**config.mk**
```make
export PLATFORM = sky130hd
export DESIGN_NAME = mcma_queue
export DESIGN_NICKNAME = d
export VERILOG_FILES = /design/src/hdl/mcma_pkg.sv /design/src/hdl/mcma_queue.sv
export SDC_FILE = /design/constraint.sdc
export NUM_CORES = 1
export LEC_CHECK = 0
export BUFFER_PORTS_ARGS = -buffer_cell sky130_fd_sc_hd__buf_4
export CAP_MARGIN = 20
export CORE_ASPECT_RATIO = 2
export CORE_MARGIN = 8
export CORE_UTILIZATION = 53
export DETAILED_ROUTE_END_ITERATION = 10
export GPL_TIMING_DRIVEN = 0
export PLACE_DENSITY = 0.87
export SYNTH_ARGS = -nofsm -noshare
export SYNTH_HDL_FRONTEND = slang
export SYNTH_SLANG_ARGS = --single-unit
```
**constraint.sdc**
```tcl
create_clock -name clk -period 12.5 [get_ports clk]
set_input_delay 0.625 -clock clk [delete_from_list [all_inputs] [get_ports clk]]
set_output_delay 0.625 -clock clk [all_outputs]
set_load 0.02 [all_outputs]
```
**src/hdl/mcma_pkg.sv**
```systemverilog
`timescale 1ns / 1ps
// Shared types, constants and helper functions of the collection-matrix accumulator.
package mcma_pkg;

  // Defaults of the top-level parameters.
  localparam int DEF_MAX_BIAS    = 2;
  localparam int DEF_SYS_COMP    = 4;
  localparam int DEF_STATE_DEPTH = 1024;

  // Fixed field widths.
  localparam int CNT_W      = 16;
  localparam int PROB_W     = 18;
  localparam int PROBC_W    = 17;
  localparam int SUM_W      = 48;
  localparam int VISIT_W    = 32;
  localparam int ENERGY_W   = 32;
  localparam int SIDX_W     = 10;
  localparam int IDX_MAX_W  = 16;
  localparam int CFG_IDX_W  = 3;
  localparam int CFG_DATA_W = 16;
  localparam int IN_TDATA_W  = 168;
  localparam int OUT_TDATA_W = 320;

  // Depth of the queue between front and back.
  localparam int QUEUE_DEPTH = 2;

  localparam logic [PROBC_W-1:0] Q16_ONE = 17'h10000;

  typedef enum logic [1:0] {
    OP_MATRIX = 2'd0,
    OP_HIST   = 2'd1,
    OP_READ   = 2'd2,
    OP_NONE   = 2'd3
  } op_t;

  typedef enum logic [1:0] {
    ST_OK       = 2'd0,
    ST_RANGE    = 2'd1,
    ST_UNBIASED = 2'd2,
    ST_INDEX    = 2'd3
  } status_t;

  typedef enum logic [CFG_IDX_W-1:0] {
    CFG_BIAS = 3'd0,
    CFG_MIN0 = 3'd1,
    CFG_MAX0 = 3'd2,
    CFG_MIN1 = 3'd3,
    CFG_MAX1 = 3'd4,
    CFG_MAP0 = 3'd5,
    CFG_MAP1 = 3'd6
  } cfg_reg_t;

  typedef enum logic [1:0] {
    BK_CLEAR,
    BK_IDLE,
    BK_UPDATE
  } bk_state_t;

  // One input item as it arrives on the slave side.
  typedef struct packed {
    logic [1:0]              opcode;
    logic [CNT_W-1:0]        count_0;
    logic [CNT_W-1:0]        count_1;
    logic [CNT_W-1:0]        count_2;
    logic [CNT_W-1:0]        count_3;
    logic [1:0]              selected_component;
    logic signed [PROB_W-1:0] stay_probability;
    logic signed [PROB_W-1:0] removal_probability;
    logic signed [PROB_W-1:0] insertion_probability;
    logic signed [ENERGY_W-1:0] potential_energy;
    logic [SIDX_W-1:0]       state_index;
  } in_item_t;

  // A classified item waiting for the back end.
  typedef struct packed {
    op_t                       kind;
    status_t                   status;
    logic [IDX_MAX_W-1:0]      index;
    logic                      slot;
    logic [PROBC_W-1:0]        stay;
    logic [PROBC_W-1:0]        removal;
    logic [PROBC_W-1:0]        insertion;
    logic signed [ENERGY_W-1:0] energy;
  } qentry_t;

  // One result item.
  typedef struct packed {
    status_t                 status;
    logic [SUM_W-1:0]        stay_sum;
    logic [SUM_W-1:0]        removal_sum_0;
    logic [SUM_W-1:0]        insertion_sum_0;
    logic [SUM_W-1:0]        removal_sum_1;
    logic [SUM_W-1:0]        insertion_sum_1;
    logic [VISIT_W-1:0]      visit_count;
    logic signed [SUM_W-1:0] energy_sum;
  } result_t;

  // Clamp a signed Q2.16 probability to the range 0.0 .. 1.0.
  function automatic logic [PROBC_W-1:0] clamp_prob(input logic signed [PROB_W-1:0] raw);
    logic [PROBC_W-1:0] mag;
    mag = raw[PROBC_W-1:0];
    if (raw[PROB_W-1]) begin
      return '0;
    end else if (mag > Q16_ONE) begin
      return Q16_ONE;
    end
    return mag;
  endfunction

  // Unsigned 48-bit accumulate that sticks at all ones.
  function automatic logic [SUM_W-1:0] sat_add_prob(input logic [SUM_W-1:0] a,
                                                    input logic [PROBC_W-1:0] b);
    logic [SUM_W:0] s;
    s = {1'b0, a} + (SUM_W+1)'(b);
    return s[SUM_W] ? '1 : s[SUM_W-1:0];
  endfunction

  // Count of the system component that a map value names.
  function automatic logic [CNT_W-1:0] pick_count(input logic [1:0] map, input in_item_t it);
    logic [CNT_W-1:0] c;
    unique case (map)
      2'd0:    c = it.count_0;
      2'd1:    c = it.count_1;
      2'd2:    c = it.count_2;
      default: c = it.count_3;
    endcase
    return c;
  endfunction

endpackage

```
**src/hdl/mcma_queue.sv**
```systemverilog
`timescale 1ns / 1ps
// Short first-in first-out queue of classified items between front and back.
module mcma_queue import mcma_pkg::*; (
  input  logic    clk,
  input  logic    rst_n,
  input  logic    push,
  input  qentry_t push_entry,
  input  logic    pop,
  output qentry_t head,
  output logic    empty,
  output logic    full
);

  localparam int PTR_W = (QUEUE_DEPTH > 1) ? $clog2(QUEUE_DEPTH) : 1;
  localparam int CNT_W_Q = $clog2(QUEUE_DEPTH + 1);

  qentry_t            slots_r [QUEUE_DEPTH];
  logic [PTR_W-1:0]   wr_ptr_r, rd_ptr_r;
  logic [CNT_W_Q-1:0] fill_r;

  assign empty = (fill_r == '0);
  assign full  = (fill_r == CNT_W_Q'(QUEUE_DEPTH));
  assign head  = slots_r[rd_ptr_r];

  function automatic logic [PTR_W-1:0] bump(input logic [PTR_W-1:0] p);
    return (p == PTR_W'(QUEUE_DEPTH - 1)) ? '0 : p + PTR_W'(1);
  endfunction

  always_ff @(posedge clk) begin
    if (!rst_n) begin
      wr_ptr_r <= '0;
      rd_ptr_r <= '0;
      fill_r   <= '0;
    end else begin
      if (push) begin
        wr_ptr_r <= bump(wr_ptr_r);
      end
      if (pop) begin
        rd_ptr_r <= bump(rd_ptr_r);
      end
      if (push && !pop) begin
        fill_r <= fill_r + CNT_W_Q'(1);
      end else if (pop && !push) begin
        fill_r <= fill_r - CNT_W_Q'(1);
      end
    end
  end

  always_ff @(posedge clk) begin
    if (push) begin
      slots_r[wr_ptr_r] <= push_entry;
    end
  end

endmodule

```
== Word-level counts from Yosys, hierarchy flattened ==
Memory sizes are Yosys's and may differ from the RTL's. A register that Yosys moved wholly into a read port is not among the register bits.
Cells that the tools add are included.

* Muxes and demuxes: 8
* Equality and inequality tests: 1
* Reductions and logical operators: 6
* $add $sub $neg: 4

{| class="wikitable"
|+ Operator list
! operator !! count
|-
| 1-bit two-way mux || 6
|-
| 2-bit two-way mux || 2
|-
| 1-bit adder (second input constant) || 2
|-
| 2-bit by 1-bit adder with 2-bit output (second input constant) || 1
|-
| 2-bit equality test (second input constant) || 1
|-
| 1-bit logical AND || 2
|-
| 1-bit logical NOT || 2
|-
| 2-bit logical NOT || 1
|-
| 2-bit nonzero test || 1
|-
| 2-bit by 1-bit subtractor with 2-bit output (second input constant) || 1
|}

* RAM bits: 208
* Memories kept: 1
* Input port bits: 108
* Flip-flop bits (word level): 4
* Output and inout port bits: 106
* Logic and storage cells: 23

{| class="wikitable"
|+ Memories
! memory !! words !! bits a word !! read ports !! clocked after Yosys merged registers in !! write ports !! line !! text
|-
| slots_r || 2 || 104 || 1 || 1 || 1 || mcma_queue.sv:17 || <nowiki>qentry_t slots_r [QUEUE_DEPTH];</nowiki>
|}

== Logic depth before layout (Yosys ltp) ==
* Depth after elaboration: 4
* Mapped depth: 5
* Gate-level depth less buffers: 5

== Worst setup path after synthesis ==
No wires, ideal clock.

* Path type: input-to-reg
* From: in push
* To: mem slots_r[0][0] (netlist bit), enable pin
* Slack: 6.740 ns
* Stages on the path: 1
* Arrival: 5.179 ns
* Buffers on the path: 0
* Setup time: 0.581 ns
* Cells stage by stage: nor2b_1

* Cells in the longest elaborated chain, start to end: 2

{| class="wikitable"
|+ Ends and longest elaborated chain
! item !! line !! text
|-
| start: declaration || mcma_queue.sv:6 || <nowiki>input logic push,</nowiki>
|-
| 1-bit two-way mux || mcma_queue.sv:50 || <nowiki>if (push) begin</nowiki>
|-
| 1-bit two-way mux (implied by the code) || mcma_queue.sv:51 || <nowiki>slots_r[wr_ptr_r] <= push_entry;</nowiki>
|-
| end: declaration || mcma_queue.sv:17 ||
|}

Every way passes these cells.

==> results.cfg <==
[yosys]
netlist_area_um2 = 7970
ys_ff_latch = 213
ys_types = 18
syn_nets = 455
seq_area_frac_synth_pct = 79.6
avgSynthCellArea_um2 = 23.0
synth_warnings = 0
syn_inst = 346

[worst_setup_path]
endpoint_kind = output port
critPathMaxStageDelay_ps = 320
r2r_start = wr_ptr_r
crit_path_frequent_cell = buf_6
crit_fanout = 10
critical_path_class = reg -> out
timing.critical_path.buf_inv = 4
crit_chain = buf_6, buf_8, buf_6, mux2_4, buf_4
cp_slowest_cell = dfxtp_1
crit_required_ps = 11880
worst_setup_path_start_kind = register
path_delay_family = buffers and inverters
arrival_ps = 1760

[floorplanning]
initial_core_util_pct = 54.1
fp-row-count = 63
io_pins = 214
die-area_um2 = 19500
die_h_um = 189
fp.dieW_um = 103
coreArea_um2 = 14700

[timing]
relSlewSlack_pct = 46.4
fmaxAchievable_mhz = 419
min_period_ps = 2390
fin_tns_setup_ps = 0
rsz0062_at_grt = false
tightestPinTransition_ps = 802
slew_viol_final = 0
finalHoldViolCount = 0
finalClockSkew_ps = 9.03
post-route-period-util_pct = 19.1
setup_viol = 0

[drt]
drt-wirelength-per-cell_um = 21.2
dr_total_vias = 3990
drt-total-wl_mm = 16.8
drt_iter0_markers = 189
first_pass_iters = 4
vias_per_cell = 5.06
drc = 0
ant_nets = 0

[layout]
fin_nets = 692
antenna_cells = 0
fillers = 913
drive_gt1_share_pct = 61.1
finalInstanceArea_um2 = 10500
areaGrowthSynthToFinish_pct = 31.5

[power]
p_leak_nw = 4.08
ir_worst_vdd_mv = 0.186
power.density_nw_per_um2 = 153

[status]
status = finished, final reports clean

[clock_tree]
clk_latency_ps = 470
numCtsBuffers = 18
cts_setup_buffers = 0
tritoncts = built
postCtsHoldBufs = 0
clk_path_buf_depth = 3
cts-htree-levels = 1
cts_resized = 0
clock-sinks = 213
clk_pin_slew_ps = 70
cts_root_buffer = clkbuf_16

[global_route]
overflow = 0
grt_max_degree = 54
grt_pass1_vias = 4431
grt_first_pass_wirelength_mm = 24.5
track_usage_pct = 17.0
grt_antenna_before_repair = 0

[run]
cap_violations = 0

[worst_hold_path]
hp-class = in -> reg
hold_start = push_entry[96]

[place]
portBuffers = 213
gp_congestion = 0.737
place_area_um2 = 9920
dpl.hpwl_mm = 12.6
==> cells by family after synthesis <==
kind of cell / count (synthesis) / synth area share [%]
AO/OA/AOI/OAI: 3 / 0.251
XOR/XNOR: 3 / 0.330
adder cells (fa/ha/maj): 1 / 0.157
buffers and inverters: 13 / 1.48
flip-flops: 213 / 79.6
multiplexers: 104 / 17.5
AND/OR/NAND/NOR: 9 / 0.675
==> worst register-to-register path, cell delays in order (launching register included) <==
cell and delay [ps]:
dfxtp_1 350, nor2b_4 650, buf_12 290, buf_16 230
==> metal layers <==
metal  track usage (%)  up-vias  routed length, um
li1                  -     1839                  -
met1              15.6     1952               5020
met2              32.8      162               9840
met3              3.42       37               1120
met4              9.33        0                776
met5                 0        -                  0
==> power by group <==
part | total, mW | switching [mW] | internal, mW
sequential | 0.835 | 0.0104 | 0.825
clock | 0.525 | 0.233 | 0.292
combinational | 0.244 | 0.121 | 0.123
total | 1.60 | 0.364 | 1.24
==> cell usage after synthesis <==
library cell / number / area, um^2
a21boi_1: 1 / 7.51
and2_1: 4 / 25.0
buf_2: 4 / 20.0
buf_6: 7 / 78.8
buf_8: 1 / 15.0
dfxtp_1: 5 / 100
edfxtp_1: 208 / 6250
ha_1: 1 / 12.5
inv_1: 1 / 3.75
mux2_2: 44 / 495
mux2_4: 60 / 901
nor2_1: 1 / 3.75
nor2b_1: 3 / 18.8
o21a_1: 1 / 7.51
o21ai_0: 1 / 5.00
or3_1: 1 / 6.26
xnor2_1: 1 / 8.76
xor2_1: 2 / 17.5
==> registers in the layout, summed over array words and instances, names as in the netlist, named ones only <==
name      count
slots_r     208
fill_r        2
rd_ptr_r      1
wr_ptr_r      1
==> metrics by stage <==
step | worst slack [ps] | total power [mW] | hold WS, ps | cells | utilization (%)
4_1_cts | 10080 | 1.62 | 318 | 789 | 71.1
6_report | 10120 | 1.60 | 338 | 789 | 71.1
2_1_floorplan | 6740 | 0.989 | 466 | 346 | -
3_5_place_dp | 10250 | 1.10 | 496 | 758 | 67.3
3_3_place_gp | 4570 | 1.09 | 496 | 754 | 66.6
5_1_grt | 10050 | 1.66 | 316 | 789 | 71.1
==> cells in the final DEF (no fill, tap or decap) <==
master / n
and2_1: 3
o21ai_0: 1
buf_16: 2
a21boi_1: 1
dfxtp_1: 5
clkinv_1: 1
inv_8: 1
clkbuf_1: 2
and2_4: 1
buf_2: 4
clkinv_2: 5
nor2b_4: 1
buf_4: 213
mux2_2: 44
clkinv_4: 1
clkbuf_16: 20
mux2_4: 60
buf_12: 2
o21a_1: 1
or3_1: 1
edfxtp_1: 208
xor2_1: 2
buf_6: 7
ha_1: 1
xnor2_1: 1
nor2b_1: 2
nor2_1: 1
inv_1: 1
clkinvlp_4: 1
buf_8: 1
==> final timing paths <==
check | depth (start not counted) | slack [ps] | endpoint
worst max-delay path | 5 | 10120 | head[77]
worst min-delay path | 1 | 340 | slots_r[0][96]
worst max register to register | 3 | 10670 | slots_r[0][39]
worst min register to register | 2 | 510 | fill_r[1]
==> area by class of cell <==
type,count,area (um^2),share of cell area [%]
clock buffers,22,508,4.84
multi-input cells,120,1520,14.5
flip-flops and latches,213,6350,60.5
clock inverters,9,56.3,0.537
well taps,195,244,2.33
repair buffers,217,1690,16.2
inverters,1,3.75,0.0358
plain buffers,12,114,1.09
Power figures use the tool's default switching activity.
