### src/hdl/mcma_pkg.sv
`timescale 1ns / 1ps
// Shared types, constants and helper functions of the collection-matrix accumulator.
package mcma_pkg;

  // Defaults of the top-level parameters.
  localparam int DEF_MAX_BIAS    = 2;
  localparam int DEF_SYS_COMP    = 4;
  localparam int DEF_STATE_DEPTH = 1024;

  // Fixed field widths.
  localparam int CNT_W      = 16;
  localparam int PROB_W     = 18;
  localparam int PROBC_W    = 17;
  localparam int SUM_W      = 48;
  localparam int VISIT_W    = 32;
  localparam int ENERGY_W   = 32;
  localparam int SIDX_W     = 10;
  localparam int IDX_MAX_W  = 16;
  localparam int CFG_IDX_W  = 3;
  localparam int CFG_DATA_W = 16;
  localparam int IN_TDATA_W  = 168;
  localparam int OUT_TDATA_W = 320;

  // Depth of the queue between front and back.
  localparam int QUEUE_DEPTH = 2;

  localparam logic [PROBC_W-1:0] Q16_ONE = 17'h10000;

  typedef enum logic [1:0] {
    OP_MATRIX = 2'd0,
    OP_HIST   = 2'd1,
    OP_READ   = 2'd2,
    OP_NONE   = 2'd3
  } op_t;

  typedef enum logic [1:0] {
    ST_OK       = 2'd0,
    ST_RANGE    = 2'd1,
    ST_UNBIASED = 2'd2,
    ST_INDEX    = 2'd3
  } status_t;

  typedef enum logic [CFG_IDX_W-1:0] {
    CFG_BIAS = 3'd0,
    CFG_MIN0 = 3'd1,
    CFG_MAX0 = 3'd2,
    CFG_MIN1 = 3'd3,
    CFG_MAX1 = 3'd4,
    CFG_MAP0 = 3'd5,
    CFG_MAP1 = 3'd6
  } cfg_reg_t;

  typedef enum logic [1:0] {
    BK_CLEAR,
    BK_IDLE,
    BK_UPDATE
  } bk_state_t;

  // One input item as it arrives on the slave side.
  typedef struct packed {
    logic [1:0]              opcode;
    logic [CNT_W-1:0]        count_0;
    logic [CNT_W-1:0]        count_1;
    logic [CNT_W-1:0]        count_2;
    logic [CNT_W-1:0]        count_3;
    logic [1:0]              selected_component;
    logic signed [PROB_W-1:0] stay_probability;
    logic signed [PROB_W-1:0] removal_probability;
    logic signed [PROB_W-1:0] insertion_probability;
    logic signed [ENERGY_W-1:0] potential_energy;
    logic [SIDX_W-1:0]       state_index;
  } in_item_t;

  // A classified item waiting for the back end.
  typedef struct packed {
    op_t                       kind;
    status_t                   status;
    logic [IDX_MAX_W-1:0]      index;
    logic                      slot;
    logic [PROBC_W-1:0]        stay;
    logic [PROBC_W-1:0]        removal;
    logic [PROBC_W-1:0]        insertion;
    logic signed [ENERGY_W-1:0] energy;
  } qentry_t;

  // One result item.
  typedef struct packed {
    status_t                 status;
    logic [SUM_W-1:0]        stay_sum;
    logic [SUM_W-1:0]        removal_sum_0;
    logic [SUM_W-1:0]        insertion_sum_0;
    logic [SUM_W-1:0]        removal_sum_1;
    logic [SUM_W-1:0]        insertion_sum_1;
    logic [VISIT_W-1:0]      visit_count;
    logic signed [SUM_W-1:0] energy_sum;
  } result_t;

  // Clamp a signed Q2.16 probability to the range 0.0 .. 1.0.
  function automatic logic [PROBC_W-1:0] clamp_prob(input logic signed [PROB_W-1:0] raw);
    logic [PROBC_W-1:0] mag;
    mag = raw[PROBC_W-1:0];
    if (raw[PROB_W-1]) begin
      return '0;
    end else if (mag > Q16_ONE) begin
      return Q16_ONE;
    end
    return mag;
  endfunction

  // Unsigned 48-bit accumulate that sticks at all ones.
  function automatic logic [SUM_W-1:0] sat_add_prob(input logic [SUM_W-1:0] a,
                                                    input logic [PROBC_W-1:0] b);
    logic [SUM_W:0] s;
    s = {1'b0, a} + (SUM_W+1)'(b);
    return s[SUM_W] ? '1 : s[SUM_W-1:0];
  endfunction

  // Count of the system component that a map value names.
  function automatic logic [CNT_W-1:0] pick_count(input logic [1:0] map, input in_item_t it);
    logic [CNT_W-1:0] c;
    unique case (map)
      2'd0:    c = it.count_0;
      2'd1:    c = it.count_1;
      2'd2:    c = it.count_2;
      default: c = it.count_3;
    endcase
    return c;
  endfunction

endpackage

### src/hdl/mcma_front.sv
`timescale 1ns / 1ps
// Front end: configuration registers, macrostate index forming and item classification.
module mcma_front import mcma_pkg::*; #(
  parameter int MAX_BIAS_COMPONENTS = DEF_MAX_BIAS,
  parameter int SYSTEM_COMPONENTS   = DEF_SYS_COMP,
  parameter int STATE_DEPTH         = DEF_STATE_DEPTH
) (
  input  logic                  clk,
  input  logic                  rst_n,
  input  logic                  cfg_we,
  input  logic [CFG_IDX_W-1:0]  cfg_index,
  input  logic [CFG_DATA_W-1:0] cfg_data,
  input  logic                  in_valid,
  output logic                  in_ready,
  input  in_item_t              in_item,
  input  logic                  clear_busy,
  input  logic                  q_full,
  output logic                  q_push,
  output qentry_t               q_entry
);

  localparam int IDX_W = $clog2(STATE_DEPTH);

  // Configuration registers.
  logic [1:0]       bias_r;
  logic [CNT_W-1:0] min0_r, max0_r, min1_r, max1_r;
  logic [1:0]       map0_r, map1_r;

  always_ff @(posedge clk) begin
    if (!rst_n) begin
      bias_r <= 2'd1;
      min0_r <= '0;
      max0_r <= '0;
      min1_r <= '0;
      max1_r <= '0;
      map0_r <= 2'd0;
      map1_r <= 2'd1;
    end else if (cfg_we) begin
      unique case (cfg_index)
        CFG_BIAS: bias_r <= cfg_data[1:0];
        CFG_MIN0: min0_r <= cfg_data;
        CFG_MAX0: max0_r <= cfg_data;
        CFG_MIN1: min1_r <= cfg_data;
        CFG_MAX1: max1_r <= cfg_data;
        CFG_MAP0: map0_r <= cfg_data[1:0];
        CFG_MAP1: map1_r <= cfg_data[1:0];
        default: ;
      endcase
    end
  end

  // Stage 1 holds the raw item; stage 2 holds the range checks and the product.
  logic     s1_v_r;
  in_item_t s1_item_r;
  logic     s2_v_r;
  op_t      s2_kind_r;
  logic     s2_fail_r, s2_use1_r, s2_found_r, s2_slot_r;
  logic [CNT_W-1:0]          s2_d0_r;
  logic [2*CNT_W:0]          s2_prod_r;
  logic [PROBC_W-1:0]        s2_stay_r, s2_rem_r, s2_ins_r;
  logic signed [ENERGY_W-1:0] s2_energy_r;
  logic [SIDX_W-1:0]         s2_sidx_r;

  logic s2_free, s1_adv, in_acc;

  assign s2_free  = !s2_v_r || !q_full;
  assign s1_adv   = s1_v_r && s2_free;
  assign in_ready = !clear_busy && (!s1_v_r || s2_free);
  assign in_acc   = in_valid && in_ready;
  assign q_push   = s2_v_r && !q_full;

  // Stage 1 logic.
  logic [1:0]       nb;
  logic [CNT_W-1:0] c0, c1, d0, d1;
  logic [CNT_W:0]   span0;
  logic [2*CNT_W:0] prod;
  logic             use1, fail, match0, match1;

  always_comb begin
    if (bias_r == 2'd0) begin
      nb = 2'd1;
    end else if (32'(bias_r) > MAX_BIAS_COMPONENTS) begin
      nb = 2'(MAX_BIAS_COMPONENTS);
    end else begin
      nb = bias_r;
    end
  end

  assign use1   = (nb == 2'd2);
  assign c0     = (32'(map0_r) < SYSTEM_COMPONENTS) ? pick_count(map0_r, s1_item_r) : '0;
  assign c1     = (32'(map1_r) < SYSTEM_COMPONENTS) ? pick_count(map1_r, s1_item_r) : '0;
  assign fail   = (c0 < min0_r) || (c0 > max0_r) ||
                  (use1 && ((c1 < min1_r) || (c1 > max1_r)));
  assign d0     = c0 - min0_r;
  assign d1     = c1 - min1_r;
  assign span0  = (CNT_W+1)'(max0_r) - (CNT_W+1)'(min0_r) + (CNT_W+1)'(1);
  assign prod   = (2*CNT_W+1)'(d1) * (2*CNT_W+1)'(span0);
  // The first biased slot whose map names the moved component wins.
  assign match0 = (map0_r == s1_item_r.selected_component);
  assign match1 = use1 && (map1_r == s1_item_r.selected_component);

  always_ff @(posedge clk) begin
    if (!rst_n) begin
      s1_v_r <= 1'b0;
      s2_v_r <= 1'b0;
    end else begin
      if (in_acc) begin
        s1_v_r <= 1'b1;
      end else if (s1_adv) begin
        s1_v_r <= 1'b0;
      end
      if (s1_adv) begin
        s2_v_r <= 1'b1;
      end else if (q_push) begin
        s2_v_r <= 1'b0;
      end
    end
  end

  always_ff @(posedge clk) begin
    if (in_acc) begin
      s1_item_r <= in_item;
    end
    if (s1_adv) begin
      s2_kind_r   <= op_t'(s1_item_r.opcode);
      s2_fail_r   <= fail;
      s2_use1_r   <= use1;
      s2_found_r  <= match0 || match1;
      s2_slot_r   <= !match0;
      s2_d0_r     <= d0;
      s2_prod_r   <= prod;
      s2_stay_r   <= clamp_prob(s1_item_r.stay_probability);
      s2_rem_r    <= clamp_prob(s1_item_r.removal_probability);
      s2_ins_r    <= clamp_prob(s1_item_r.insertion_probability);
      s2_energy_r <= s1_item_r.potential_energy;
      s2_sidx_r   <= s1_item_r.state_index;
    end
  end

  // Stage 2 logic: finish the index and pick the status.
  logic [2*CNT_W+1:0] idx;
  logic               idx_oob, sidx_oob;

  assign idx      = (2*CNT_W+2)'(s2_d0_r) + (s2_use1_r ? (2*CNT_W+2)'(s2_prod_r) : '0);
  assign idx_oob  = idx >= (2*CNT_W+2)'(STATE_DEPTH);
  assign sidx_oob = 32'(s2_sidx_r) >= STATE_DEPTH;

  always_comb begin
    q_entry           = '0;
    q_entry.kind      = s2_kind_r;
    q_entry.slot      = s2_slot_r;
    q_entry.stay      = s2_stay_r;
    q_entry.removal   = s2_rem_r;
    q_entry.insertion = s2_ins_r;
    q_entry.energy    = s2_energy_r;
    q_entry.index     = IDX_MAX_W'(idx[IDX_W-1:0]);
    q_entry.status    = ST_OK;
    unique case (s2_kind_r)
      OP_MATRIX: begin
        if (s2_fail_r) begin
          q_entry.status = ST_RANGE;
        end else if (idx_oob) begin
          q_entry.status = ST_INDEX;
        end else if (!s2_found_r) begin
          q_entry.status = ST_UNBIASED;
        end
      end
      OP_HIST: begin
        if (s2_fail_r) begin
          q_entry.status = ST_RANGE;
        end else if (idx_oob) begin
          q_entry.status = ST_INDEX;
        end
      end
      OP_READ: begin
        q_entry.index = IDX_MAX_W'(s2_sidx_r);
        if (sidx_oob) begin
          q_entry.status = ST_INDEX;
        end
      end
      OP_NONE: ;
    endcase
  end

endmodule

### config.mk
export PLATFORM = sky130hd
export DESIGN_NAME = mcma_front
export DESIGN_NICKNAME = d
export VERILOG_FILES = /design/src/hdl/mcma_pkg.sv /design/src/hdl/mcma_front.sv
export SDC_FILE = /design/constraint.sdc
export NUM_CORES = 1
export LEC_CHECK = 0
export BUFFER_PORTS_ARGS = -buffer_cell sky130_fd_sc_hd__buf_2
export CAP_MARGIN = 20
export CORE_MARGIN = 3
export CORE_UTILIZATION = 47
export CTS_BUF_LIST = sky130_fd_sc_hd__clkbuf_2
export CTS_CLUSTER_SIZE = 25
export DETAILED_ROUTE_END_ITERATION = 16
export MAX_ROUTING_LAYER = met4
export PLACE_DENSITY = 0.74
export REMOVE_ABC_BUFFERS = 1
export SLEW_MARGIN = 15
export SYNTH_ARGS = -nofsm -noshare
export SYNTH_HDL_FRONTEND = slang
export SYNTH_SLANG_ARGS = --single-unit
### constraint.sdc
create_clock -name clk -period 43.1 [get_ports clk]
set_input_delay 6.465 -clock clk [delete_from_list [all_inputs] [get_ports clk]]
set_output_delay 6.465 -clock clk [all_outputs]
set_load 0.01 [all_outputs]
; After elaboration in Yosys (flattened, before gate mapping)
; Index checks and enable logic that the tools add are counted.
[op_classes]
n_addsub = 5
n_mul = 1
magnitude_cmp = 9
n_eq_ne = 15
muxes = 34
n_reduce_logical = 31
[ops]
columns = operator, n
row1 = 17-bit 2-to-1 mux, 9
row2 = 16-bit one-hot mux with 3 select lines, 2
row3 = "17-bit > comparator, second input constant", 3
row4 = 16-bit by 33-bit adder with 34-bit output, 1
row5 = "34-bit by 11-bit >= comparator with 1-bit output, second input constant", 1
row6 = 16-bit by 17-bit multiplier with 33-bit output, 1
row7 = 33-bit 2-to-1 mux, 1
row8 = 16-bit > comparator, 2
row9 = 16-bit < comparator, 2
row10 = 16-bit subtractor, 2
row11 = "17-bit by 1-bit adder with 17-bit output, second input constant", 1
row12 = 16-bit by 16-bit subtractor with 17-bit output, 1
row13 = 2-bit 2-to-1 mux, 7
row14 = 2-bit AND reduction, 7
row15 = 1-bit 2-to-1 mux, 13
row16 = 10-bit 2-to-1 mux, 1
row17 = "3-bit == test, second input constant", 3
row18 = "2-bit == test, second input constant", 4
row19 = 2-bit logical NOT, 4
row20 = "2-bit by 1-bit == test with 1-bit output, second input constant", 3
row21 = "3-bit by 2-bit == test with 1-bit output, second input constant", 2
row22 = 1-bit logical AND, 6
row23 = 1-bit logical OR, 6
row24 = 1-bit logical NOT, 5
row25 = other kinds (6), 8
[word_totals]
regBits = 384
inputBits = 189
output_inout_bits = 106

; Longest topological paths before layout
; Gate-level depths: netlist of run 1.
[logic_depth]
depth_word = 6
mapped_depth = 38
mapped_depth_nobuf = 37

; Worst setup path before layout of run 1
; OpenSTA, ideal clock, no wires.
[synth_path]
path_kind = input-to-reg
startpoint = input q_full
endpoint = register s2_d0_r[0] (enable)
setup_time_ns = 0.880
arrival_time_ns = 17.150
required_time_ns = 42.220
slack_ns = 25.070
cell_stages = 1
path_buffers = 0
path_cell_list = a21boi_0
[synth_via]
elab_chain_len = 3
[synth_rtl]
columns = item, line
row1 = from (decl), mcma_front.sv:17  ; input logic q_full,
row2 = 1-bit logical NOT, mcma_front.sv:66  ; assign s2_free = !s2_v_r || !q_full;
row3 = 1-bit logical OR, mcma_front.sv:66
row4 = 1-bit logical AND, mcma_front.sv:67  ; assign s1_adv = s1_v_r && s2_free;
row5 = to (signal assigned), mcma_front.sv:130  ; s2_d0_r <= d0;
row6 = to (decl), mcma_front.sv:58  ; logic [CNT_W-1:0] s2_d0_r;
; Every way passes these cells.
; A chain may end at the register's enable or synchronous reset.

; Worst setup path in the final report of run 1
[layout_path]
startpoint = input q_full
endpoint = output in_ready
[layout_via]
elab_chain_len = 4
[layout_rtl]
columns = item, line
row1 = 1-bit logical NOT, mcma_front.sv:66
row2 = 1-bit logical OR, mcma_front.sv:66
row3 = 1-bit logical OR, mcma_front.sv:68  ; assign in_ready = !clear_busy && (!s1_v_r || s2_free);
row4 = 1-bit logical AND, mcma_front.sv:68
row5 = to (decl), mcma_front.sv:14  ; output logic in_ready,
; Every way passes these cells.

==> summary.md, run 1 <==
| Metric | Value |
|---|---|
| Status | `finished, final reports clean` |
| Sequential cell area fraction in the yosys report | `about two fifths` |
| DRT iter0 DRCs | `1288` |
| Commonest non-fill, non-tap cell in the layout | `inv_1` |
| Residual DRC | `0` |
| Crit path largest cell delay | `0.21 ns` |
| TritonCTS clock tree | `built` |
| Vias | `19200` |
| Initial antenna violation count | `6` |
| Final setup viols | `0` |
| CP Data Required Time | `36.63 ns` |
| Slowest cell on the critical path | `and3_1` |
| 1st-pass router iterations | `5` |
| Worst endpoint data arrival time | `7.09 ns` |
| Layout cells sized above 1 | `19.0%` |
| RSZ-0062 raised after global routing | `false` |
| Final Skew | `0.118 ns` |
| Util after Layout | `a little over half` |
| Final hold viol count | `0` |
| Remaining antenna violation count | `0` |
| GRT Total Usage | `22.9%` |
| Worst Tran Pin Value | `1.10 ns` |
| M1 WL | `27600 um` |
| Post-CTS setup buffer count | `0` |
| Nets | `3398` |
| FP Rows | `86` |
| Final TNS setup | `0 ns` |
| Sink Count | `383` |
| Wire per inst | `18.4 um` |
| Cells after synthesis | `2439` |
| Worst skew pair latency | `about 1.1 ns` |
| EDFF count, synth | `312` |
| Crit path kind | `in -> out` |
| Hold-fix buffers, CTS | `0` |
| Die extent in y | `245 um` |
| Final period utilization | `31.5%` |
| GPL Wtd Cong | `0.926` |
| Max-slew headroom | `26.6%` |
| Vias in the first global route | `20200` |
| Root buffer cell | `clkbuf_2` |
| CP most frequent cell | `buf_2` |
| Crit end category | `output port` |
| P&R area growth vs syn | `12.2%` |
| Core Area | `~0.056 mm^2` |
| Post-synthesis cell type count | `73` |
| Port bufs | `approximately 290` |
| Hold Crit Class | `reg -> reg` |
| Mapped cell area | `between 0.02 and 0.03 mm^2` |
| Met2 WL post-DR | `32100 um` |
| First-pass GRT wire length | `105000 um` |
| Most frequent cells in the layout | `inv_1 (343), nand2_1 (340), edfxtp_1 (312)` |
| # IOs | `295` |
| DP HPWL | `between 50000 and 60000 um` |
| Layout Cells excl Fill | `approximately 3600` |
| DR WL met3 | `roughly 4500 um` |
| Startpoint Class | `primary input` |
| Maxcap violations | `0` |
| Overflow after GRT | `0` |
| CTS buffer count | `93` |
| H-Tree Depth | `3` |
| Post-synth top flop | `edfxtp_1` |
| Post-layout min period | `13.56 ns` |
| Post_cts resized | `0` |
| Die area | `between 0.05 and 0.06 mm^2` |
| Die span in x | `245 um` |
| Max Freq | `between 70 and 80 MHz` |
| Synth Register Bits | `383` |
| Initial core utilization | `48.1%` |
| Worst-path clk slew | `about 0.10 ns` |
| Ys Warns | `0` |
| Drt via density | `5.32` |
| Syn Area/Cell | `11.0 um^2` |
| Synth async-reset ratio | `0%` |
| CP max FO | `4` |
| Largest net degree at the start of global routing | `97` |
| Max Slew Vio Count | `0` |
| CP Cell Sequence | `buf_2 > and3_1 > nor2_1 > buf_2` |
| WL final | `between 60000 and 70000 um` |
| Max clock buf depth | `3` |
| Dpl cells | `3431` |
| Top layer reached by signal wires | `met4` |
[routing by layer]
| metal | global-route usage, % | vias up |
|---|---|---|
| met3 | 4.92 | 143 |
| met5 | - | - |
| met2 | 37.2 | 673 |
| li1 | - | 8960 |
| met1 | 28.8 | 9401 |
| met4 | 7.90 | 0 |
[worst max-delay path: cells and delay by family]
family	cells	cell delay, ns
AND/OR/NAND/NOR	2	0.34
buffers and inverters	2	0.29
[path summary, 6_finish.rpt]
kind                                        startpoint  depth (start not counted)  slack, ns                 endpoint
worst max-delay path                            q_full                          4      29.54                 in_ready
worst min register to register  s1_item_r[5]$_DFFE_PP_                          0       0.41   s2_sidx_r[5]$_DFFE_PP_
worst max register to register  map1_r[1]$_SDFFE_PN0P_                         34      32.70  s2_prod_r[32]$_DFFE_PP_
worst min-delay path            s1_item_r[5]$_DFFE_PP_                          0       0.41   s2_sidx_r[5]$_DFFE_PP_
[state kept, by name, summed over array words and instances, names as in the netlist, 2 cells and up]
register	cells
min0_r	16
s2_sidx_r	10
s2_kind_r	2
min1_r	16
s2_prod_r	33
s2_d0_r	16
s2_ins_r	17
map1_r	2
max1_r	16
max0_r	16
s2_rem_r	17
s2_energy_r	32
map0_r	2
s2_stay_r	17
s1_item_r	164
[cells by family after synthesis]
family	synth area share (%)
AOI/OAI and AO/OA	8.22
buffers and inverters	6.07
DFF	40.3
muxes	3.16
adders and majority gates	26.0
other	0.0140
and+or+nand+nor	13.6
xor gates and xnor gates	2.68
[cell usage after synthesis (27+ instances only)]
master    number  area [um^2]
mux4_2        32          721
xor2_1        27          236
xnor2_1       55          482
inv_1        343         1290
fa_1         212         4240
nand2b_1      38          238
o21ai_0       37          185
ha_1         217         2720
edfxtp_1     312         9370
dfxtp_1       71         1420
a21boi_0      70          526
nor2_1        72          270
clkbuf_1      66          248
nand2_1      340         1280
nor2b_1       38          238
and2_1       124          776
a21oi_1       77          385
[metrics by stage]
stage / cell area, um^2 / hold WS (ns) / worst slack [ns]
floorplan: 26500 / 0.400 / 25.07
global placement: 29100 / 0.400 / 29.52
detailed placement: 29200 / 0.405 / 29.57
CTS: 30000 / 0.411 / 29.56
global route: 30100 / 0.417 / 29.52
finish: 30100 / 0.411 / 29.54
[final cells by class]
class                   count  area, um^2
repair buffers            321        1720
well taps                 748         936
fillers                  4844       25700
clock inverters            21         118
diodes                      8        20.0
inverters                 343        1290
clock buffers             143         716
flip-flops and latches    383       10800
multi-input cells        1638       14500
Power of run 1 is left out: the tool's default activity adds up to more than one toggle a clock period on the data nets, which glitch-free logic cannot reach.
==> run 2: changes to the inputs <==
ABC_AREA = 1   (was default)
clock period = 13.7 ns   (was 43.1 ns; I/O delays follow)
==> run 2 against run 1 <==
  * Via count increased by 13%
  * Synthesized cell count up 26%
  * Synthesized area grew 3.2%
  * Core utilization is 0.61 points lower
  * Final cell count up 18%
  * Count of clock-buffer cells in the layout fell by 14
  * Routed wire length grew 7.8%
  * Critical path type is now reg -> reg
  * Highest routed layer unchanged
==> summary.md, run 2 <==
| Metric | Value |
|---|---|
| DP HPWL | `57000 um (was 51600 um)` |
| Initial core utilization | `47.7% (was 48.1%)` |
| Top cell family by delay on the critical path | `adder cells (was simple AND/OR/NAND/NOR gates)` |
| Worst skew pair latency | `1.07 ns (was 1.09 ns)` |
| Root buffer cell | `clkbuf_2 (unchanged)` |
| Post-synthesis compound-gate area fraction | `7.73% (was 8.22%)` |
| Synth Register Bits | `383 (unchanged)` |
| Post-CTS setup buffer count | `0 (unchanged)` |
| Worst endpoint data arrival time | `10.13 ns (was 7.09 ns)` |
| Synth async-reset ratio | `0% (unchanged)` |
| WL final | `71500 um (was 66300 um)` |
| FP Rows | `88 (was 86)` |
| Post-Synth Simple-Gate Area | `16.2% (was 13.6%)` |
| Largest reg by FF count | `s1_item_r (unchanged)` |
| Worst Tran Pin Value | `1.09 ns (was 1.10 ns)` |
| Leading area contributor after synthesis | `edfxtp_1 (unchanged)` |
| Mux share of post-synthesis cell area | `0.0407% (was 3.16%)` |
| Maxcap violations | `0 (unchanged)` |
| GRT Total Usage | `23.8% (was 22.9%)` |
| CP most frequent cell | `fa_1 (was buf_2)` |
| Post-synth top flop | `edfxtp_1 (unchanged)` |
| Final setup viols | `0 (unchanged)` |
| Die extent in y | `249 um (was 245 um)` |
| Post-Synth Adder-Cell Area | `25.2% (was 26.0%)` |
| Dpl cells | `4076 (was 3431)` |
| Status | `finished, final reports clean (unchanged)` |
| Max reg flops | `164 (unchanged)` |
| Hold-critical path depth | `0 (unchanged)` |
| Layout Cells excl Fill | `4266 (was 3605)` |
| Fill count | `5389 (was 4844)` |
| RSZ-0062 raised after global routing | `false (unchanged)` |
| Worst Hold End | `s2_energy_r[17]$_DFFE_PP_ (was s2_sidx_r[5]$_DFFE_PP_)` |
| Layout cells sized above 1 | `14.0% (was 19.0%)` |
| Slowest cell on the critical path | `xnor2_1 (was and3_1)` |
| First-pass GRT wire length | `114000 um (was 105000 um)` |
| Max clock buf depth | `3 (unchanged)` |
| Ranking of synthesized cells by area | `edfxtp_1 (34%), fa_1 (15%), ha_1 (9.8%), nand2_1 (8.7%), inv_1 (8.3%) (was edfxtp_1 (35%), fa_1 (16%), ha_1 (10%), dfxtp_1 (5.3%), inv_1 (4.8%))` |
| Hold-fix buffers, CTS | `0 (unchanged)` |
| Buf+Inv Stages, Crit Path | `5 (was 2)` |
| GPL Wtd Cong | `0.960 (was 0.926)` |
| CTS buffer count | `93 (unchanged)` |
| CP max FO | `21 (was 4)` |
| Die area | `0.0618 mm^2 (was 0.0599 mm^2)` |
| Sink Count | `383 (unchanged)` |
| Cells after synthesis | `3074 (was 2439)` |
| Crit path kind | `reg -> reg (was in -> out)` |
| Most frequent cells in the layout | `nand2_1 (644), inv_1 (613), edfxtp_1 (312) (was inv_1 (343), nand2_1 (340), edfxtp_1 (312))` |
| EDFF count, synth | `312 (unchanged)` |
| Vias in the first global route | `21900 (was 20200)` |
| Port bufs | `288 (unchanged)` |
| Hold Crit Class | `reg -> reg (unchanged)` |
| Wire per inst | `16.8 um (was 18.4 um)` |
| Worst-path clk slew | `0.12 ns (was 0.10 ns)` |
| Crit end category | `flip-flop (was output port)` |
| Largest regs | `s1_item_r: 164 flops, s2_prod_r: 33 flops, s2_energy_r: 32 flops (unchanged)` |
| Post_cts resized | `0 (unchanged)` |
| Top-count cell post-synth | `nand2_1 (was inv_1)` |
| Startpoint Class | `flip-flop (was primary input)` |
| Post-synth top cells | `nand2_1 (644), inv_1 (613), edfxtp_1 (312) (was inv_1 (343), nand2_1 (340), edfxtp_1 (312))` |
| Max Slew Vio Count | `0 (unchanged)` |
| Remaining antenna violation count | `0 (unchanged)` |
| Worst Min Path Start | `s1_item_r[27]$_DFFE_PP_ (was s1_item_r[5]$_DFFE_PP_)` |
| Reg2reg setup slack | `4.31 ns (was 32.70 ns)` |
| Residual DRC | `0 (unchanged)` |
| Post-synthesis xor/xnor area fraction | `2.18% (was 2.68%)` |
| H-Tree Depth | `3 (unchanged)` |
| Final period utilization | `68.5%` |
| Ys Warns | `0 (unchanged)` |
| Top cell type's share of synthesized area | `33.9% (was 35.0%)` |
| Register-to-Register Path Depth | `31 (was 34)` |
| Sequential cell area fraction in the yosys report | `39.0% (was 40.3%)` |
| R2r endpoint | `s2_prod_r[29]$_DFFE_PP_ (was s2_prod_r[32]$_DFFE_PP_)` |
| Final TNS setup | `0 ns (unchanged)` |
| Max Freq | `107 MHz` |
| Final Skew | `0.101 ns (was 0.118 ns)` |
| CP Data Required Time | `14.44 ns (was 36.63 ns)` |
| WHS | `0.409 ns (was 0.411 ns)` |
| Largest net degree at the start of global routing | `81 (was 97)` |
| P&R area growth vs syn | `11.7% (was 12.2%)` |
| 1st-pass router iterations | `6 (was 5)` |
| Drt via density | `5.06 (was 5.32)` |
| Overflow after GRT | `0 (unchanged)` |
| Die span in x | `249 um (was 245 um)` |
| TritonCTS clock tree | `built (unchanged)` |
| Largest family of logic cells by synthesized area | `adder cells (unchanged)` |
| Crit path largest cell delay | `0.79 ns (was 0.21 ns)` |
| Initial antenna violation count | `13 (was 6)` |
| Nets | `4028 (was 3398)` |
| Worst R2R Start | `map1_r[1]$_SDFFE_PN0P_ (unchanged)` |
| Max-slew headroom | `27.1% (was 26.6%)` |
| Post-layout min period | `9.39 ns` |
| # IOs | `295 (unchanged)` |
| Syn Area/Cell | `8.99 um^2 (was 11.0 um^2)` |
| Post-synthesis cell type count | `50 (was 73)` |
| DRT iter0 DRCs | `1578 (was 1288)` |
| Core Area | `0.0579 mm^2 (was 0.0557 mm^2)` |
| Commonest non-fill, non-tap cell in the layout | `nand2_1 (was inv_1)` |
| Mapped cell area | `0.0277 mm^2 (was 0.0268 mm^2)` |
| Vias | `21600 (was 19200)` |
| Final hold viol count | `0 (unchanged)` |
[run 2: cell types whose count changed after synthesis, sizes merged, moves of 99 or more]
cell,previous run,this run
nor2,72,266
inv,343,617
a21oi,79,178
o21ai,41,166
and2,124,1
nand2,340,650
[run 2: worst max-delay path by stage]
stage	to	from	slack, ns	cells after the start
after detailed placement	s2_prod_r[29]$_DFFE_PP_	map1_r[0]$_SDFFE_PN1P_	3.96	33
final	s2_prod_r[29]$_DFFE_PP_	map1_r[1]$_SDFFE_PN0P_	4.31	31
after global routing	s2_prod_r[30]$_DFFE_PP_	map1_r[1]$_SDFFE_PN0P_	3.67	37
after global placement	s2_prod_r[30]$_DFFE_PP_	map1_r[0]$_SDFFE_PN1P_	4.17	39
after CTS	s2_prod_r[29]$_DFFE_PP_	map1_r[0]$_SDFFE_PN1P_	3.84	33
after floorplan	s1_item_r[0]$_DFFE_PP_	q_full	3.74	4
[run 2: final cells by class]
type / count / area, um^2 / share of cell area, %
multi-input cells: 2001 / 14300 / 46.2
flip-flops and latches: 383 / 10800 / 34.9
inverters: 624 / 2340 / 7.59
repair buffers: 307 / 1600 / 5.19
well taps: 765 / 957 / 3.10
clock buffers: 129 / 646 / 2.09
clock inverters: 43 / 250 / 0.810
diodes: 14 / 35.0 / 0.113
[run 2: layer usage]
metal | wire (um) | global-route usage [%] | vias up
met3 | 4610 | 4.68 | 172
met4 | 2540 | 8.67 | 0
li1 | - | - | 10500
met2 | 35200 | 40.3 | 768
met1 | 29100 | 28.3 | 10100
met5 | 0 | - | -
[run 2: logic make-up after synthesis]
group	after synthesis
AO/OA/AOI/OAI	397
XOR/XNOR	68
adder cells (fa/ha/maj)	429
buffers and inverters	695
flip-flops	383
multiplexers	1
other	1
AND/OR/NAND/NOR	1100
[run 2: stage by stage]
| stage | worst slack, ns | area [um^2] | util [%] |
|---|---|---|---|
| finish | 4.31 | 30900 | 53.3 |
| global route | 3.67 | 30900 | 53.3 |
| CTS | 3.84 | 30800 | 53.2 |
| detailed placement | 3.96 | 29900 | 51.6 |
| global placement | 4.17 | 29900 | 51.6 |
| floorplan | 3.74 | 27300 | - |
Power of run 2 is left out for the same reason.
==> run 3: changes to the inputs <==
clock period = 9.5 ns   (was 13.7 ns; I/O delays follow)
==> run 3 against run 2 <==
  * Non-clock buffer count is 4 higher
  * Global-route usage shrank 0.18 points
  * Sequential share of layout area rose by 0.085 points
  * Core utilization is 0.13 points lower
  * Flip-flop and latch count unchanged
  * Die area unchanged
==> summary.md, run 3 (synthesis results as in run 2) <==
| Metric | Value |
|---|---|
| Largest net degree at the start of global routing | `82 (was 81)` |
| Post-layout min period | `8.76 ns (was 9.39 ns)` |
| P&R area growth vs syn | `11.4% (was 11.7%)` |
| WL final | `71100 um (was 71500 um)` |
| Max-slew headroom | `24.0% (was 27.1%)` |
| Layout cells sized above 1 | `14.3% (was 14.0%)` |
| Largest reg by FF count | `s1_item_r (unchanged)` |
| Crit path largest cell delay | `0.56 ns (was 0.79 ns)` |
| Final TNS setup | `0 ns (unchanged)` |
| PnR worst setup slack | `0.741 ns (was 4.31 ns)` |
| Startpoint Class | `flip-flop (unchanged)` |
| 1st-pass router iterations | `5 (was 6)` |
| Overflow after GRT | `0 (unchanged)` |
| Sink Count | `383 (unchanged)` |
| FP Rows | `88 (unchanged)` |
| Pre-CTS WS | `0.640 ns (was 3.96 ns)` |
| Hold-fix buffers, CTS | `0 (unchanged)` |
| GPL Wtd Cong | `0.969 (was 0.960)` |
| Initial antenna violation count | `12 (was 13)` |
| Port bufs | `288 (unchanged)` |
| RSZ-0062 raised after global routing | `false (unchanged)` |
| Top cell family by delay on the critical path | `adder cells (unchanged)` |
| Buf+Inv Stages, Crit Path | `4 (was 5)` |
| Max Freq | `114 MHz (was 107 MHz)` |
| H-Tree Depth | `3 (unchanged)` |
| Nets | `4034 (was 4028)` |
| Final hold viol count | `0 (unchanged)` |
| Wire per inst | `16.7 um (was 16.8 um)` |
| Remaining antenna violation count | `0 (unchanged)` |
| Die extent in y | `249 um (unchanged)` |
| DRT iter0 DRCs | `1527 (was 1578)` |
| Final setup viols | `0 (unchanged)` |
| Hold Crit Class | `reg -> reg (unchanged)` |
| Initial core utilization | `47.7% (unchanged)` |
| CTS buffer count | `95 (was 93)` |
| CP Data Required Time | `10.29 ns (was 14.44 ns)` |
| DP HPWL | `57000 um (about the same)` |
| Max reg flops | `164 (unchanged)` |
| Worst endpoint data arrival time | `9.55 ns (was 10.13 ns)` |
| Vias in the first global route | `21900 (about the same)` |
| Worst Tran Pin Value | `1.14 ns (was 1.09 ns)` |
| CP most frequent cell | `nand2_1 (was fa_1)` |
| Maxcap violations | `0 (unchanged)` |
| Worst skew pair latency | `1.11 ns (was 1.07 ns)` |
| Slowest cell on the critical path | `fa_1 (was xnor2_1)` |
| Worst-path clk slew | `0.12 ns (about the same)` |
| Residual DRC | `0 (unchanged)` |
| Crit end category | `flip-flop (unchanged)` |
| GRT Total Usage | `23.6% (was 23.8%)` |
| Final period utilization | `92.2% (was 68.5%)` |
| Vias | `21600 (about the same)` |
| Drt via density | `5.06 (about the same)` |
| CP max FO | `11 (was 21)` |
| Final Skew | `0.0833 ns (was 0.101 ns)` |
| Most frequent cells in the layout | `nand2_1 (644), inv_1 (613), edfxtp_1 (312) (unchanged)` |
| Status | `finished, final reports clean (unchanged)` |
| Die area | `0.0618 mm^2 (unchanged)` |
| # IOs | `295 (unchanged)` |
| Max clock buf depth | `3 (unchanged)` |
| Core Area | `0.0579 mm^2 (unchanged)` |
| Root buffer cell | `clkbuf_2 (unchanged)` |
| Commonest non-fill, non-tap cell in the layout | `nand2_1 (unchanged)` |
| First-pass GRT wire length | `113000 um (was 114000 um)` |
| TritonCTS clock tree | `built (unchanged)` |
| Crit path kind | `reg -> reg (unchanged)` |
| Die span in x | `249 um (unchanged)` |
| Max Slew Vio Count | `0 (unchanged)` |
| Largest regs | `s1_item_r: 164 flops, s2_prod_r: 33 flops, s2_energy_r: 32 flops (unchanged)` |
## run 3: changes by cell type in the layout (fill, tap and decap cells not counted), moves of 2 or more
cell / delta
buf_4: +6
bufinv_16: -2
clkbuf_2: +2
clkinv_1: -15
clkinv_2: +6
clkinv_4: -2
nor2_1: -3
nor2_2: +3
## run 3: layout make-up
cell class / instances / area (um^2)
clock inverter: 32 / 165
multi-input combinational: 2001 / 14200
fill: 5408 / 27100
clock buffer: 131 / 656
timing repair buffer: 311 / 1610
sequential: 383 / 10800
tap: 765 / 957
inverter: 624 / 2340
antenna: 13 / 32.5
## run 3: routing by layer
layer | global-route usage [%] | vias to the layer above | share of wire [%]
met1 | 27.7 | 10000 | 40
met3 | 4.13 | 202 | 6.7
li1 | - | 10500 | -
met5 | - | - | 0
met4 | 11.9 | 0 | 4.8
met2 | 39.1 | 809 | 48
## run 3: worst paths after layout
path,from,endpoint,slack [ns],cells past startpoint
max reg2reg,map1_r[1]$_SDFFE_PN0P_,s2_prod_r[30]$_DFFE_PP_,0.74,36
min reg2reg,s1_item_r[26]$_DFFE_PP_,s2_energy_r[16]$_DFFE_PP_,0.42,0
max,map1_r[1]$_SDFFE_PN0P_,s2_prod_r[30]$_DFFE_PP_,0.74,36
min,s1_item_r[26]$_DFFE_PP_,s2_energy_r[16]$_DFFE_PP_,0.42,0
## run 3: what timing repair did
action,CTS,global route
endpoints found under the setup margin,0,3
buffers inserted,0,0
resized for setup,0,2
## run 3: per-stage QoR
step | utilization (%) | hold slack [ns] | std cells | instance area (um^2)
global placement | 51.7 | 0.401 | 4084 | 29900
CTS | 53.1 | 0.399 | 4247 | 30800
detailed placement | 51.7 | 0.405 | 4084 | 29900
finish | 53.2 | 0.422 | 4260 | 30800
floorplan | - | 0.400 | 3008 | 27300
global route | 53.2 | 0.426 | 4259 | 30800
Power of run 3 is left out for the same reason.
